==> src/hw/rtl/zctd_pkg.sv <==
// ----------------------------------------------------------------------------
// zctd_pkg - shared types and constants of the z-character text decoder
// Result and lane record types, alphabet and construct codes, the A2 table.
// ----------------------------------------------------------------------------
package zctd_pkg;

	// result kinds
	typedef enum logic [1:0] {
		KindChar   = 2'd0,
		KindAbbrev = 2'd1,
		KindEnd    = 2'd2
	} kind_t;

	// alphabets
	localparam logic [1:0] AlphaLower = 2'd0;
	localparam logic [1:0] AlphaUpper = 2'd1;
	localparam logic [1:0] AlphaPunct = 2'd2;

	// multi-z-char construct stages
	localparam logic [1:0] MsIdle   = 2'd0;
	localparam logic [1:0] MsAbbrev = 2'd1;
	localparam logic [1:0] MsEscHi  = 2'd2;
	localparam logic [1:0] MsEscLo  = 2'd3;

	// register index codes (byte address bit 2)
	localparam logic RegVersion = 1'b0;
	localparam logic RegBase    = 1'b1;

	// special z-chars and codes
	localparam logic [4:0] ZSpace     = 5'd0;
	localparam logic [4:0] ZEscape    = 5'd6;
	localparam logic [4:0] ZFirstChar = 5'd6;
	localparam logic [4:0] ZLastAbbr  = 5'd3;
	localparam logic [9:0] CodeSpace  = 10'd32;
	localparam logic [3:0] ModernVer  = 4'd3;

	localparam int MaxRes   = 4;
	localparam int NumLanes = 3;

	// one z-char pre-decoded against all three alphabets
	typedef struct packed {
		logic [4:0] zc;
		logic [6:0] a0;
		logic [6:0] a1;
		logic [6:0] a2;
	} lane_t;

	typedef struct packed {
		kind_t       kind;
		logic [9:0]  code;
		logic [15:0] addr;
		logic        last;
	} result_t;

	typedef struct packed {
		logic [1:0] salph;
		logic       pend;
		logic [1:0] lock;
		logic [1:0] mstage;
		logic [4:0] held;
	} dec_state_t;

	// results of one word handed from the merge stage to the output queue
	typedef struct packed {
		result_t [MaxRes-1:0] res;
		logic [2:0]           cnt;
	} merge_out_t;

	// step an alphabet one or two places on, modulo three
	function automatic logic [1:0] rot3(input logic [1:0] a, input logic two);
		logic [2:0] s;
		s = {1'b0, a} + (two ? 3'd2 : 3'd1);
		if (s >= 3'd3) begin
			s = s - 3'd3;
		end
		return s[1:0];
	endfunction

	// punctuation and digit alphabet
	function automatic logic [6:0] a2_char(input logic [4:0] z);
		logic [6:0] c;
		case (z) inside
			5'd7:        c = 7'd10;
			[5'd8:5'd17]: c = 7'(z) + 7'd40;
			5'd18:       c = 7'd46;
			5'd19:       c = 7'd44;
			5'd20:       c = 7'd33;
			5'd21:       c = 7'd63;
			5'd22:       c = 7'd95;
			5'd23:       c = 7'd35;
			5'd24:       c = 7'd39;
			5'd25:       c = 7'd34;
			5'd26:       c = 7'd47;
			5'd27:       c = 7'd92;
			5'd28:       c = 7'd45;
			5'd29:       c = 7'd58;
			5'd30:       c = 7'd40;
			5'd31:       c = 7'd41;
			default:     c = 7'd32;
		endcase
		return c;
	endfunction

endpackage

==> src/hw/rtl/zchar_text_decoder_core.sv <==
// ----------------------------------------------------------------------------
// zchar_text_decoder_core - packed text word to character stream decoder
// Splits each 16-bit text word into three z-chars and decodes them.
// ----------------------------------------------------------------------------
// Usage:
//   Input channel: in_valid / in_stall with code_word; a beat is taken when
//   in_valid is high and in_stall low. Output channel: out_valid / out_stall
//   with kind, char_code, abbrev_entry_address and last; last flags the
//   final result beat of each word. A word that only shifts or opens a
//   construct gives no beat.
//   Registers over the APB port: 0x0 story_version, 0x4 abbrev_table_base;
//   write them only while the block is idle.
//   A word passes the stage register, is then merged into the result queue,
//   and its results leave through the output register, in that order.
//   Throughput: one word per cycle while words give at most one result and
//   out_stall is low; a word with more results (up to four: three characters
//   and the end marker) holds the next word back on the single result channel.
//   Reset clears decoder state and queue and loads version 3, base 0.
//   While out_stall is high the output beat holds; the queue fills and
//   in_stall rises once the staged word cannot move on.
// ----------------------------------------------------------------------------
module zchar_text_decoder_core (
	input  logic        clk,
	input  logic        arst_n,
	input  logic        psel,
	input  logic        penable,
	input  logic        pwrite,
	input  logic [2:0]  paddr,
	input  logic [31:0] pwdata,
	output logic [31:0] prdata,
	output logic        pready,
	input  logic        in_valid,
	output logic        in_stall,
	input  logic [15:0] code_word,
	output logic        out_valid,
	input  logic        out_stall,
	output logic [1:0]  kind,
	output logic [9:0]  char_code,
	output logic [15:0] abbrev_entry_address,
	output logic        last
);

	logic [3:0]                               version_q;
	logic [15:0]                              base_q;
	zctd_pkg::lane_t [zctd_pkg::NumLanes-1:0] lane_d;
	zctd_pkg::lane_t [zctd_pkg::NumLanes-1:0] lanes_s1;
	logic                                     eos_s1;
	logic                                     valid_s1;
	logic                                     in_acc;
	logic                                     take;
	logic                                     free;
	zctd_pkg::merge_out_t                     mo;
	zctd_pkg::result_t                        out_res;

	// register file
	assign pready = 1'b1;

	always_ff @(posedge clk or negedge arst_n) begin
		if (!arst_n) begin
			version_q <= 4'd3;
			base_q    <= '0;
		end else if (psel && penable && pwrite && pready) begin
			case (paddr[2])
				zctd_pkg::RegVersion: version_q <= pwdata[3:0];
				zctd_pkg::RegBase:    base_q    <= pwdata[15:0];
				default:              ;
			endcase
		end
	end

	always_comb begin
		case (paddr[2])
			zctd_pkg::RegVersion: prdata = {28'd0, version_q};
			zctd_pkg::RegBase:    prdata = {16'd0, base_q};
			default:              prdata = '0;
		endcase
	end

	// one lookup lane per z-char, highest z-char first
	for (genvar g = 0; g < zctd_pkg::NumLanes; g++) begin : g_lane
		zctd_lane u_lane (
			.zc   (code_word[14-5*g -: 5]),
			.lane (lane_d[g])
		);
	end

	// lane stage register
	assign take     = valid_s1 && free;
	assign in_stall = valid_s1 && !take;
	assign in_acc   = in_valid && !in_stall;

	always_ff @(posedge clk or negedge arst_n) begin
		if (!arst_n) begin
			valid_s1 <= 1'b0;
		end else begin
			valid_s1 <= in_acc || (valid_s1 && !take);
		end
	end

	always_ff @(posedge clk) begin
		if (in_acc) begin
			lanes_s1 <= lane_d;
			eos_s1   <= code_word[15];
		end
	end

	// merge the lanes through the shift state
	zctd_merge u_merge (
		.clk     (clk),
		.arst_n  (arst_n),
		.take    (take),
		.lanes   (lanes_s1),
		.eos     (eos_s1),
		.version (version_q),
		.base    (base_q),
		.mo      (mo)
	);

	// result queue and output register
	zctd_outq u_outq (
		.clk       (clk),
		.arst_n    (arst_n),
		.load      (take),
		.mo        (mo),
		.out_stall (out_stall),
		.free      (free),
		.out_valid (out_valid),
		.out_res   (out_res)
	);

	assign kind                 = out_res.kind;
	assign char_code            = out_res.code;
	assign abbrev_entry_address = out_res.addr;
	assign last                 = out_res.last;

endmodule

==> src/hw/rtl/zctd_lane.sv <==
// ----------------------------------------------------------------------------
// zctd_lane - per z-char alphabet lookup
// Looks one z-char up in the lowercase, uppercase and punctuation alphabets.
// ----------------------------------------------------------------------------
module zctd_lane (
	input  logic [4:0]      zc,
	output zctd_pkg::lane_t lane
);

	// 'a' is z-char 6, 'A' likewise
	always_comb begin
		lane.zc = zc;
		lane.a0 = 7'(zc) + 7'd91;
		lane.a1 = 7'(zc) + 7'd59;
		lane.a2 = zctd_pkg::a2_char(zc);
	end

endmodule

==> src/hw/rtl/zctd_merge.sv <==
// ----------------------------------------------------------------------------
// zctd_merge - shift state chain over the three lanes of one word
// Resolves shifts, locks, abbreviations and escapes in z-char order and
// packs the word's results, with the end marker on a final word, into one record.
// ----------------------------------------------------------------------------
module zctd_merge (
	input  logic                                     clk,
	input  logic                                     arst_n,
	input  logic                                     take,
	input  zctd_pkg::lane_t [zctd_pkg::NumLanes-1:0] lanes,
	input  logic                                     eos,
	input  logic [3:0]                               version,
	input  logic [15:0]                              base,
	output zctd_pkg::merge_out_t                     mo
);

	typedef struct packed {
		zctd_pkg::dec_state_t st;
		logic                 emit;
		zctd_pkg::result_t    res;
	} step_t;

	zctd_pkg::dec_state_t st_q;
	zctd_pkg::dec_state_t st_d;
	logic                 modern;

	assign modern = (version >= zctd_pkg::ModernVer);

	// decode one z-char against the running state
	function automatic step_t zstep(input zctd_pkg::dec_state_t s,
			input zctd_pkg::lane_t l, input logic mdn, input logic [15:0] b);
		step_t      r;
		logic [1:0] a;
		logic [6:0] idx;
		r.st   = s;
		r.emit = 1'b0;
		r.res  = '0;
		a      = s.pend ? s.salph : s.lock;
		idx    = {s.held[1:0] - 2'd1, l.zc};
		case (s.mstage)
			zctd_pkg::MsAbbrev: begin
				r.emit      = 1'b1;
				r.res.kind  = zctd_pkg::KindAbbrev;
				r.res.addr  = b + {8'd0, idx, 1'b0};
				r.st.mstage = zctd_pkg::MsIdle;
				r.st.held   = '0;
			end
			zctd_pkg::MsEscHi: begin
				r.st.held   = l.zc;
				r.st.mstage = zctd_pkg::MsEscLo;
			end
			zctd_pkg::MsEscLo: begin
				r.emit      = 1'b1;
				r.res.kind  = zctd_pkg::KindChar;
				r.res.code  = {s.held, l.zc};
				r.st.mstage = zctd_pkg::MsIdle;
				r.st.held   = '0;
			end
			default: begin
				if (l.zc == zctd_pkg::ZSpace) begin
					r.emit     = 1'b1;
					r.res.code = zctd_pkg::CodeSpace;
					r.st.salph = '0;
					r.st.pend  = 1'b0;
				end else if (l.zc < zctd_pkg::ZFirstChar) begin
					if (mdn) begin
						if (l.zc <= zctd_pkg::ZLastAbbr) begin
							r.st.mstage = zctd_pkg::MsAbbrev;
							r.st.held   = l.zc;
						end else begin
							r.st.salph = zctd_pkg::rot3(a, l.zc == 5'd5);
							r.st.pend  = 1'b1;
						end
					end else if (l.zc inside {5'd2, 5'd3}) begin
						r.st.salph = zctd_pkg::rot3(a, l.zc == 5'd3);
						r.st.pend  = 1'b1;
					end else if (l.zc inside {5'd4, 5'd5}) begin
						r.st.lock = zctd_pkg::rot3(s.lock, l.zc == 5'd5);
					end else begin
						r.st.salph = '0;
						r.st.pend  = 1'b0;
					end
				end else if (a == zctd_pkg::AlphaPunct && l.zc == zctd_pkg::ZEscape) begin
					r.st.mstage = zctd_pkg::MsEscHi;
					r.st.salph  = '0;
					r.st.pend   = 1'b0;
				end else begin
					r.emit = 1'b1;
					case (a)
						zctd_pkg::AlphaLower: r.res.code = {3'd0, l.a0};
						zctd_pkg::AlphaUpper: r.res.code = {3'd0, l.a1};
						default:              r.res.code = {3'd0, l.a2};
					endcase
					r.st.salph = '0;
					r.st.pend  = 1'b0;
				end
			end
		endcase
		return r;
	endfunction

	// chain the lanes in z-char order, then append the end marker on a final word
	always_comb begin
		zctd_pkg::dec_state_t s;
		step_t                r;
		logic [2:0]           n;
		logic [2:0]           nm1;
		s  = st_q;
		n  = '0;
		mo = '0;
		for (int i = 0; i < zctd_pkg::NumLanes; i++) begin
			r = zstep(s, lanes[i], modern, base);
			s = r.st;
			if (r.emit) begin
				mo.res[n[1:0]] = r.res;
				n = n + 3'd1;
			end
		end
		if (eos) begin
			mo.res[n[1:0]].kind = zctd_pkg::KindEnd;
			n = n + 3'd1;
			s = '0;
			s.lock = r.st.lock;
		end
		nm1 = n - 3'd1;
		if (n != 3'd0) begin
			mo.res[nm1[1:0]].last = 1'b1;
		end
		mo.cnt = n;
		st_d   = s;
	end

	// decoder state advances once per merged word
	always_ff @(posedge clk or negedge arst_n) begin
		if (!arst_n) begin
			st_q <= '0;
		end else if (take) begin
			st_q <= st_d;
		end
	end

endmodule

==> src/hw/rtl/zctd_outq.sv <==
// ----------------------------------------------------------------------------
// zctd_outq - result queue and output register
// Holds the results of one word and hands them out one beat at a time.
// ----------------------------------------------------------------------------
module zctd_outq (
	input  logic                 clk,
	input  logic                 arst_n,
	input  logic                 load,
	input  zctd_pkg::merge_out_t mo,
	input  logic                 out_stall,
	output logic                 free,
	output logic                 out_valid,
	output zctd_pkg::result_t    out_res
);

	zctd_pkg::result_t [zctd_pkg::MaxRes-1:0] res_q;
	logic [2:0]                               rem_q;
	logic [1:0]                               rd_q;
	logic                                     out_valid_q;
	zctd_pkg::result_t                        out_q;
	logic                                     move;

	assign move      = (rem_q != 3'd0) && (!out_valid_q || !out_stall);
	assign free      = (rem_q == 3'd0) || (rem_q == 3'd1 && move);
	assign out_valid = out_valid_q;
	assign out_res   = out_q;

	// queue bookkeeping
	always_ff @(posedge clk or negedge arst_n) begin
		if (!arst_n) begin
			rem_q <= '0;
			rd_q  <= '0;
		end else if (load) begin
			rem_q <= mo.cnt;
			rd_q  <= '0;
		end else if (move) begin
			rem_q <= rem_q - 3'd1;
			rd_q  <= rd_q + 2'd1;
		end
	end

	// result entries
	always_ff @(posedge clk) begin
		if (load) begin
			res_q <= mo.res;
		end
	end

	// output register
	always_ff @(posedge clk or negedge arst_n) begin
		if (!arst_n) begin
			out_valid_q <= 1'b0;
		end else if (move) begin
			out_valid_q <= 1'b1;
		end else if (!out_stall) begin
			out_valid_q <= 1'b0;
		end
	end

	always_ff @(posedge clk) begin
		if (move) begin
			out_q <= res_q[rd_q];
		end
	end

	a_rem_bound: assert property (@(posedge clk) disable iff (!arst_n)
		rem_q <= 3'(zctd_pkg::MaxRes))
		else $error("result queue count beyond capacity");

	a_load_cnt: assert property (@(posedge clk) disable iff (!arst_n)
		load |=> rem_q == $past(mo.cnt))
		else $error("queue count does not follow the loaded word");

	a_hold: assert property (@(posedge clk) disable iff (!arst_n)
		rem_q != 3'd0 && !move |=> $stable(rem_q) && $stable(rd_q))
		else $error("queue advanced without a beat moving");

	a_end_last: assert property (@(posedge clk) disable iff (!arst_n)
		out_valid_q |-> (out_q.kind != zctd_pkg::KindEnd || out_q.last))
		else $error("end marker not flagged last");

endmodule
==> config.mk <==
export PLATFORM = sky130hd
export DESIGN_NAME = zchar_text_decoder_core
export DESIGN_NICKNAME = d
export VERILOG_FILES = /design/src/hw/rtl/zctd_pkg.sv /design/src/hw/rtl/zchar_text_decoder_core.sv /design/src/hw/rtl/zctd_lane.sv /design/src/hw/rtl/zctd_merge.sv /design/src/hw/rtl/zctd_outq.sv
export SDC_FILE = /design/constraint.sdc
export NUM_CORES = 1
export LEC_CHECK = 0
export ABC_AREA = 1
export BUFFER_PORTS_ARGS = -buffer_cell sky130_fd_sc_hd__buf_2
export CAP_MARGIN = 10
export CELL_PAD_IN_SITES_DETAIL_PLACEMENT = 1
export CELL_PAD_IN_SITES_GLOBAL_PLACEMENT = 1
export CORE_MARGIN = 5
export CORE_UTILIZATION = 40
export CTS_CLUSTER_SIZE = 25
export DETAILED_ROUTE_END_ITERATION = 8
export HOLD_SLACK_MARGIN = 0.06
export PLACE_DENSITY = 0.81
export SYNTH_ARGS = -nofsm -noshare
export SYNTH_HDL_FRONTEND = slang
export SYNTH_SLANG_ARGS = --single-unit
export TNS_END_PERCENT = 1
==> constraint.sdc <==
create_clock -name clk -period 8.2 [get_ports clk]
set_input_delay 1.23 -clock clk [delete_from_list [all_inputs] [get_ports clk]]
set_output_delay 1.23 -clock clk [all_outputs]
set_load 0.03 [all_outputs]
==> results of run 1 <==
-- cells in the mapped netlist, types with 3 or more instances --
master / count / share of area, %
o22ai_1: 61 / 2.5
mux2i_1: 8 / 0.52
o211ai_1: 15 / 0.72
xnor2_1: 7 / 0.39
nand2_2: 9 / 0.36
mux2_2: 9 / 0.65
nor2_1: 273 / 6.6
nor2_2: 3 / 0.12
fa_1: 12 / 1.5
dfrtp_1: 37 / 6.0
nor3_1: 34 / 1.1
buf_4: 19 / 0.92
a31oi_1: 18 / 0.72
o31ai_1: 8 / 0.39
edfxtp_1: 206 / 40
inv_2: 9 / 0.22
nand3_1: 73 / 2.4
nand2_4: 5 / 0.36
o21ai_0: 155 / 5.0
or2_2: 13 / 0.52
o221ai_1: 5 / 0.28
inv_1: 252 / 6.1
ha_1: 75 / 6.0
o21ai_1: 5 / 0.16
clkbuf_1: 35 / 0.85
nor2_4: 4 / 0.29
a21oi_1: 86 / 2.8
xor2_1: 23 / 1.3
nand4_1: 17 / 0.68
buf_2: 8 / 0.26
nand3_2: 8 / 0.52
nand2_1: 296 / 7.1
nand3b_1: 7 / 0.34
clkinv_1: 3 / 0.072
-- layer usage --
metal | global-route usage, % | share of wire [%]
met1 | 26.5 | 42
met2 | 37.6 | 50
met3 | 3.65 | 4.9
met5 | 0 | 0
met4 | 5.68 | 2.8
-- power by group through the flow --
| stage | Combinational [uW] | Clock, uW | Sequential [uW] |
|---|---|---|---|
| after floorplan | 2730 | 0 | 2520 |
| after global placement | 3870 | 0 | 2380 |
| after detailed placement | 4100 | 0 | 2410 |
| after CTS | 4150 | 1290 | 2390 |
| after global routing | 4590 | 1350 | 2430 |
| final | 4150 | 1270 | 2390 |
-- flip-flops by register name, indices dropped and copies added, names as in the netlist --
name and flops:
u_outq.rd_q 2, version_q 4, base_q 16, u_outq.res_q 116, u_outq.rem_q 3, u_outq.out_res 29
eos_s1 1, u_outq.out_valid 1, lanes_s1 60, valid_s1 1, u_merge.st_q 12
-- cell type report --
cell class,count,area (um^2)
Clock inverter,11,138
Fill cell,4683,21200
Tap cell,518,648
Inverter,265,997
Timing Repair Buffer,98,520
Multi-Input combinational cell,1277,7100
Sequential cell,245,7160
Clock buffer,41,800
-- kinds of logic (layout without fill, tap and decap cells) --
family / count (synthesis) / count (layout) / synth area share (%)
simple gates: 749 / 749 / 20.8
compound gates: 377 / 377 / 13.9
buf+inv: 330 / 415 / 8.68
flops: 245 / 245 / 46.1
fa+ha+maj: 87 / 87 / 7.58
xor+xnor: 30 / 30 / 1.69
mux: 17 / 17 / 1.17
other cells: 2 / 17 / 0.0483
-- worst paths after layout --
kind                                    end  cells after the start             from
max                        u_merge.st_q[11]                     43  u_merge.st_q[9]
min                               base_q[0]                      2        base_q[0]
max reg2reg                u_merge.st_q[11]                     43  u_merge.st_q[9]
min reg2reg                       base_q[0]                      2        base_q[0]
max in group asynchronous   u_merge.st_q[2]                      1           arst_n
min in group asynchronous      version_q[3]                      1           arst_n
-- metrics by stage --
step                      hold WS, ps  total power, uW
after floorplan                   453             5250
after global placement            472             6250
after detailed placement          477             6500
after CTS                         492             7820
after global routing              530             8370
final                             491             7810
-- tightest hold or removal path, cell delays in order, from the launching register on --
cell and delay (ps):
dfrtp_1 340, nand2_1 50, o21ai_0 60
==> results.cfg, run 1 <==
[outcome]
status = complete, no violations

[floorplan]
start_util_pct = 40.3
dieArea_um2 = 42900
die_h_um = 207
core_region_area_um2 = 38600
fp.dieW_um = 207
ios = 122
std_cell_rows = 72

[logic_synthesis]
ys_warn_count = 0
syn_inst = 1837
synth_area_um2 = 15500
synth_edf_count = 206
ys_seq_area_share_pct = 46.1
yosysUniqueCellTypes = 61
syn_avg_cell_area_um2 = 8.46
synthFlopType = edfxtp_1
yosys_register_bits = 245
async_reset_ff_share_pct = 15.9

[sta]
fin_ws_ps = 613
final.period_utilization_pct = 92.5
timing.final.crit_period_ps = 7590
slew_viol_final = 0
max_slew.worst_pin.slew_ps = 1080
slew_headroom_pct = 28.3
setup_viol = 0
setup_tns_ps = 0
skew_ps = 12.6
hold_viol_final = 0
rsz0062_at_grt = no
fmax_mhz = 132

[power_and_ir_drop]
total_leakage_power_uw = 0.00768
seqPwrFrac_pct = 30.6
internal-power_uw = 4070
swShare_pct = 47.9
p_per_area_nw_per_um2 = 450
clockPowerShare_pct = 16.3
p_sw_uw = 3740
p_comb_share_pct = 53.2
ir_drop_mv = 0.192

[placed_design]
place_ws_ps = 655
post-dp-hpwl_mm = 35.0
dpl-instance-area_um2 = 16400
dp.cells = 2403
place_congestion = 0.907
numPortBuffers = 86

[clocking]
insertion_delay_ps = 570
cts_tree = built
clockRootBuffer = clkbuf_16
cts_sinks = 245
cts_buffers = 28
ctsResizeCount = 0
htree_levels = 1
post_cts_buffers = 0
clock_path_buffers = 3
cts_hold_buf = 0
clk_pin_slew_ps = 70

[layout]
design_area_um2 = 17400
drive_gt1_share_pct = 11.0
final_cells = 2455
layout_commonest_cell = nand2_1
final_cell_mix = nand2_1 (296), nor2_1 (271), inv_1 (251)
final_util_pct = 45.0
fin_nets = 2060
n_antenna_cell = 0
area_growth_pct = 11.7

[global_route]
grt_pass1_vias = 13900
grt_max_degree = 88
antenna_found_initial = 0
grt_pass1_wl_mm = 74.6
grt_usage_pct = 21.1
overflow = 0

[critical_path]
path_class = reg2reg
worst-path-buf-inv = 7
r2r_setup_slack_ps = 610
cp_top_family = adder cells
crit_path_frequent_cell = nand2_1
startpoint_type = flop
crit_fanout = 12
worstPathRequired_ps = 8620
cp.arrival_ps = 8000
worst_path_largest_cell_delay_ps = 690
cp_slowest_cell = fa_1
crit_path_end_kind = flop

[detailed_routing]
wire_per_inst_um = 19.1
drcViolationCount = 0
ant_nets = 0
wirelength_mm = 46.9
first_iter_violations = 865
vias = 13200
first_pass_iters = 5
vias_per_cell = 5.39

[min_path]
hold_class = reg2reg

[job]
cap_violations = 0
Note: power is estimated with default switching activity, not from simulation.
==> run 2: changes to the inputs <==
--- a/config.mk
+++ b/config.mk
@@ -11,11 +11,11 @@
 export CELL_PAD_IN_SITES_DETAIL_PLACEMENT = 1
 export CELL_PAD_IN_SITES_GLOBAL_PLACEMENT = 1
 export CORE_MARGIN = 5
-export CORE_UTILIZATION = 40
+export CORE_UTILIZATION = 45
 export CTS_CLUSTER_SIZE = 25
 export DETAILED_ROUTE_END_ITERATION = 8
 export HOLD_SLACK_MARGIN = 0.06
-export PLACE_DENSITY = 0.81
+export PLACE_DENSITY = 0.89
 export SYNTH_ARGS = -nofsm -noshare
 export SYNTH_HDL_FRONTEND = slang
 export SYNTH_SLANG_ARGS = --single-unit
==> results.cfg, run 2 (same netlist as run 1, synthesis figures left out) <==
[clocking]
clockRootBuffer = clkbuf_16
cts_hold_buf = 0
ctsResizeCount = 0
clock_path_buffers = 3
clk_pin_slew_ps = 70
cts_buffers = 26
cts_tree = built
cts_sinks = 245
insertion_delay_ps = 570
htree_levels = 1
post_cts_buffers = 0

[sta]
skew_ps = 30.6
fmax_mhz = 133
rsz0062_at_grt = no
hold_viol_final = 0
setup_tns_ps = 0
final.period_utilization_pct = 91.9
max_slew.worst_pin.slew_ps = 1130
slew_headroom_pct = 24.4
slew_viol_final = 0
setup_viol = 0
timing.final.crit_period_ps = 7530

[critical_path]
cp_slowest_cell = fa_1
worstPathRequired_ps = 8630
r2r_cells = 43
crit_path_end_kind = flop
path_class = reg2reg
startpoint_type = flop
cp.arrival_ps = 7970
crit_path_frequent_cell = nand2_1
cp_top_family = adder cells
crit_fanout = 10
crit_cells = 43
worst-path-buf-inv = 9
worst_path_largest_cell_delay_ps = 680

[global_route]
grt_pass1_wl_mm = 75.6
grt_usage_pct = 24.3
grt_max_degree = 90
overflow = 0
grt_pass1_vias = 14100
antenna_found_initial = 0

[power_and_ir_drop]
p_sw_uw = 3760
p_comb_share_pct = 53.4
swShare_pct = 48.1
ir_drop_mv = 0.252
clockPowerShare_pct = 15.9
internal-power_uw = 4070
total_leakage_power_uw = 0.00766
p_per_area_nw_per_um2 = 454
seqPwrFrac_pct = 30.7

[floorplan]
dieArea_um2 = 38400
std_cell_rows = 68
core_region_area_um2 = 34300
fp.dieW_um = 196
start_util_pct = 45.3
die_h_um = 196
ios = 122

[layout]
largest-register = u_outq.res_q
layout_commonest_cell = nand2_1
fin_nets = 2057
final_cell_mix = nand2_1 (296), nor2_1 (271), inv_1 (251)
n_antenna_cell = 0
drive_gt1_share_pct = 10.7
design_area_um2 = 17300
largest_reg_flops = 116
area_growth_pct = 11.0

[placed_design]
numPortBuffers = 86
place_congestion = 0.929
dpl-instance-area_um2 = 16300
post-dp-hpwl_mm = 36.1

[detailed_routing]
wirelength_mm = 48.0
first_pass_iters = 5
vias_per_cell = 5.64
drcViolationCount = 0
wire_per_inst_um = 20.1
ant_nets = 0
vias = 13500
first_iter_violations = 1056

[outcome]
status = complete, no violations

[min_path]
hold_class = reg2reg
whs_path_depth = 2

[job]
cap_violations = 0
==> run 2: changes by cell type in the layout (fill, tap and decap cells not counted), moves of 2 or more <==
cell	before	now
clkbuf_8	5	2
buf_4	12	10
bufinv_16	2	4
clkinv_1	3	6
clkbuf_16	28	26
clkinv_2	5	2
==> run 2: power groups by stage <==
stage          clock (uW)  sequential, uW  combinational, uW
3_5_place_dp            0            2430               4090
6_report             1240            2400               4190
3_3_place_gp            0            2380               3800
4_1_cts              1260            2410               4140
5_1_grt              1320            2440               4590
2_1_floorplan           0            2520               2730
==> run 2: worst paths after layout <==
path                              start          endpoint  slack, ps
max                        lanes_s1[23]  u_merge.st_q[11]        670
min                           base_q[0]         base_q[0]        500
max reg2reg                lanes_s1[23]  u_merge.st_q[11]        670
min reg2reg                   base_q[0]         base_q[0]        500
max in group asynchronous        arst_n    u_outq.rd_q[1]       6630
min in group asynchronous        arst_n      version_q[2]        860
==> run 2: worst reg2reg max path: cells and delay by family (launching register included) <==
| kind | cells | cell delay (ps) |
|---|---|---|
| fa+ha+maj | 8 | 2590 |
| simple gates | 18 | 2000 |
| compound gates | 8 | 1160 |
| buf+inv | 9 | 1050 |
| flops | 1 | 590 |
==> run 2: metrics by stage <==
stage	util [%]	setup slack (ps)	total power, uW	std cells	hold WS, ps
5_1_grt	50.3	51.0	8350	2387	519
4_1_cts	50.3	661	7800	2386	501
6_report	50.3	668	7830	2387	497
3_5_place_dp	47.6	698	6520	2338	487
3_3_place_gp	47.6	1080	6180	2338	471
2_1_floorplan	-	1940	5250	1852	453
==> run 2: metal layers <==
layer	share of wire [%]	vias up	GRT usage, %
met2	51	383	43.6
met1	41	6625	30.9
met5	0	-	0
met4	3.1	0	7.45
met3	4.9	107	2.70
li1	-	6340	-
==> run 2: area by class of cell <==
| cell class | instances | area (um^2) |
|---|---|---|
| fill | 4102 | 17000 |
| tap | 455 | 569 |
| inverter | 265 | 997 |
| sequential | 245 | 7160 |
| multi-input combinational | 1277 | 7100 |
| timing repair buffer | 97 | 533 |
| clock inverter | 13 | 195 |
| clock buffer | 35 | 704 |
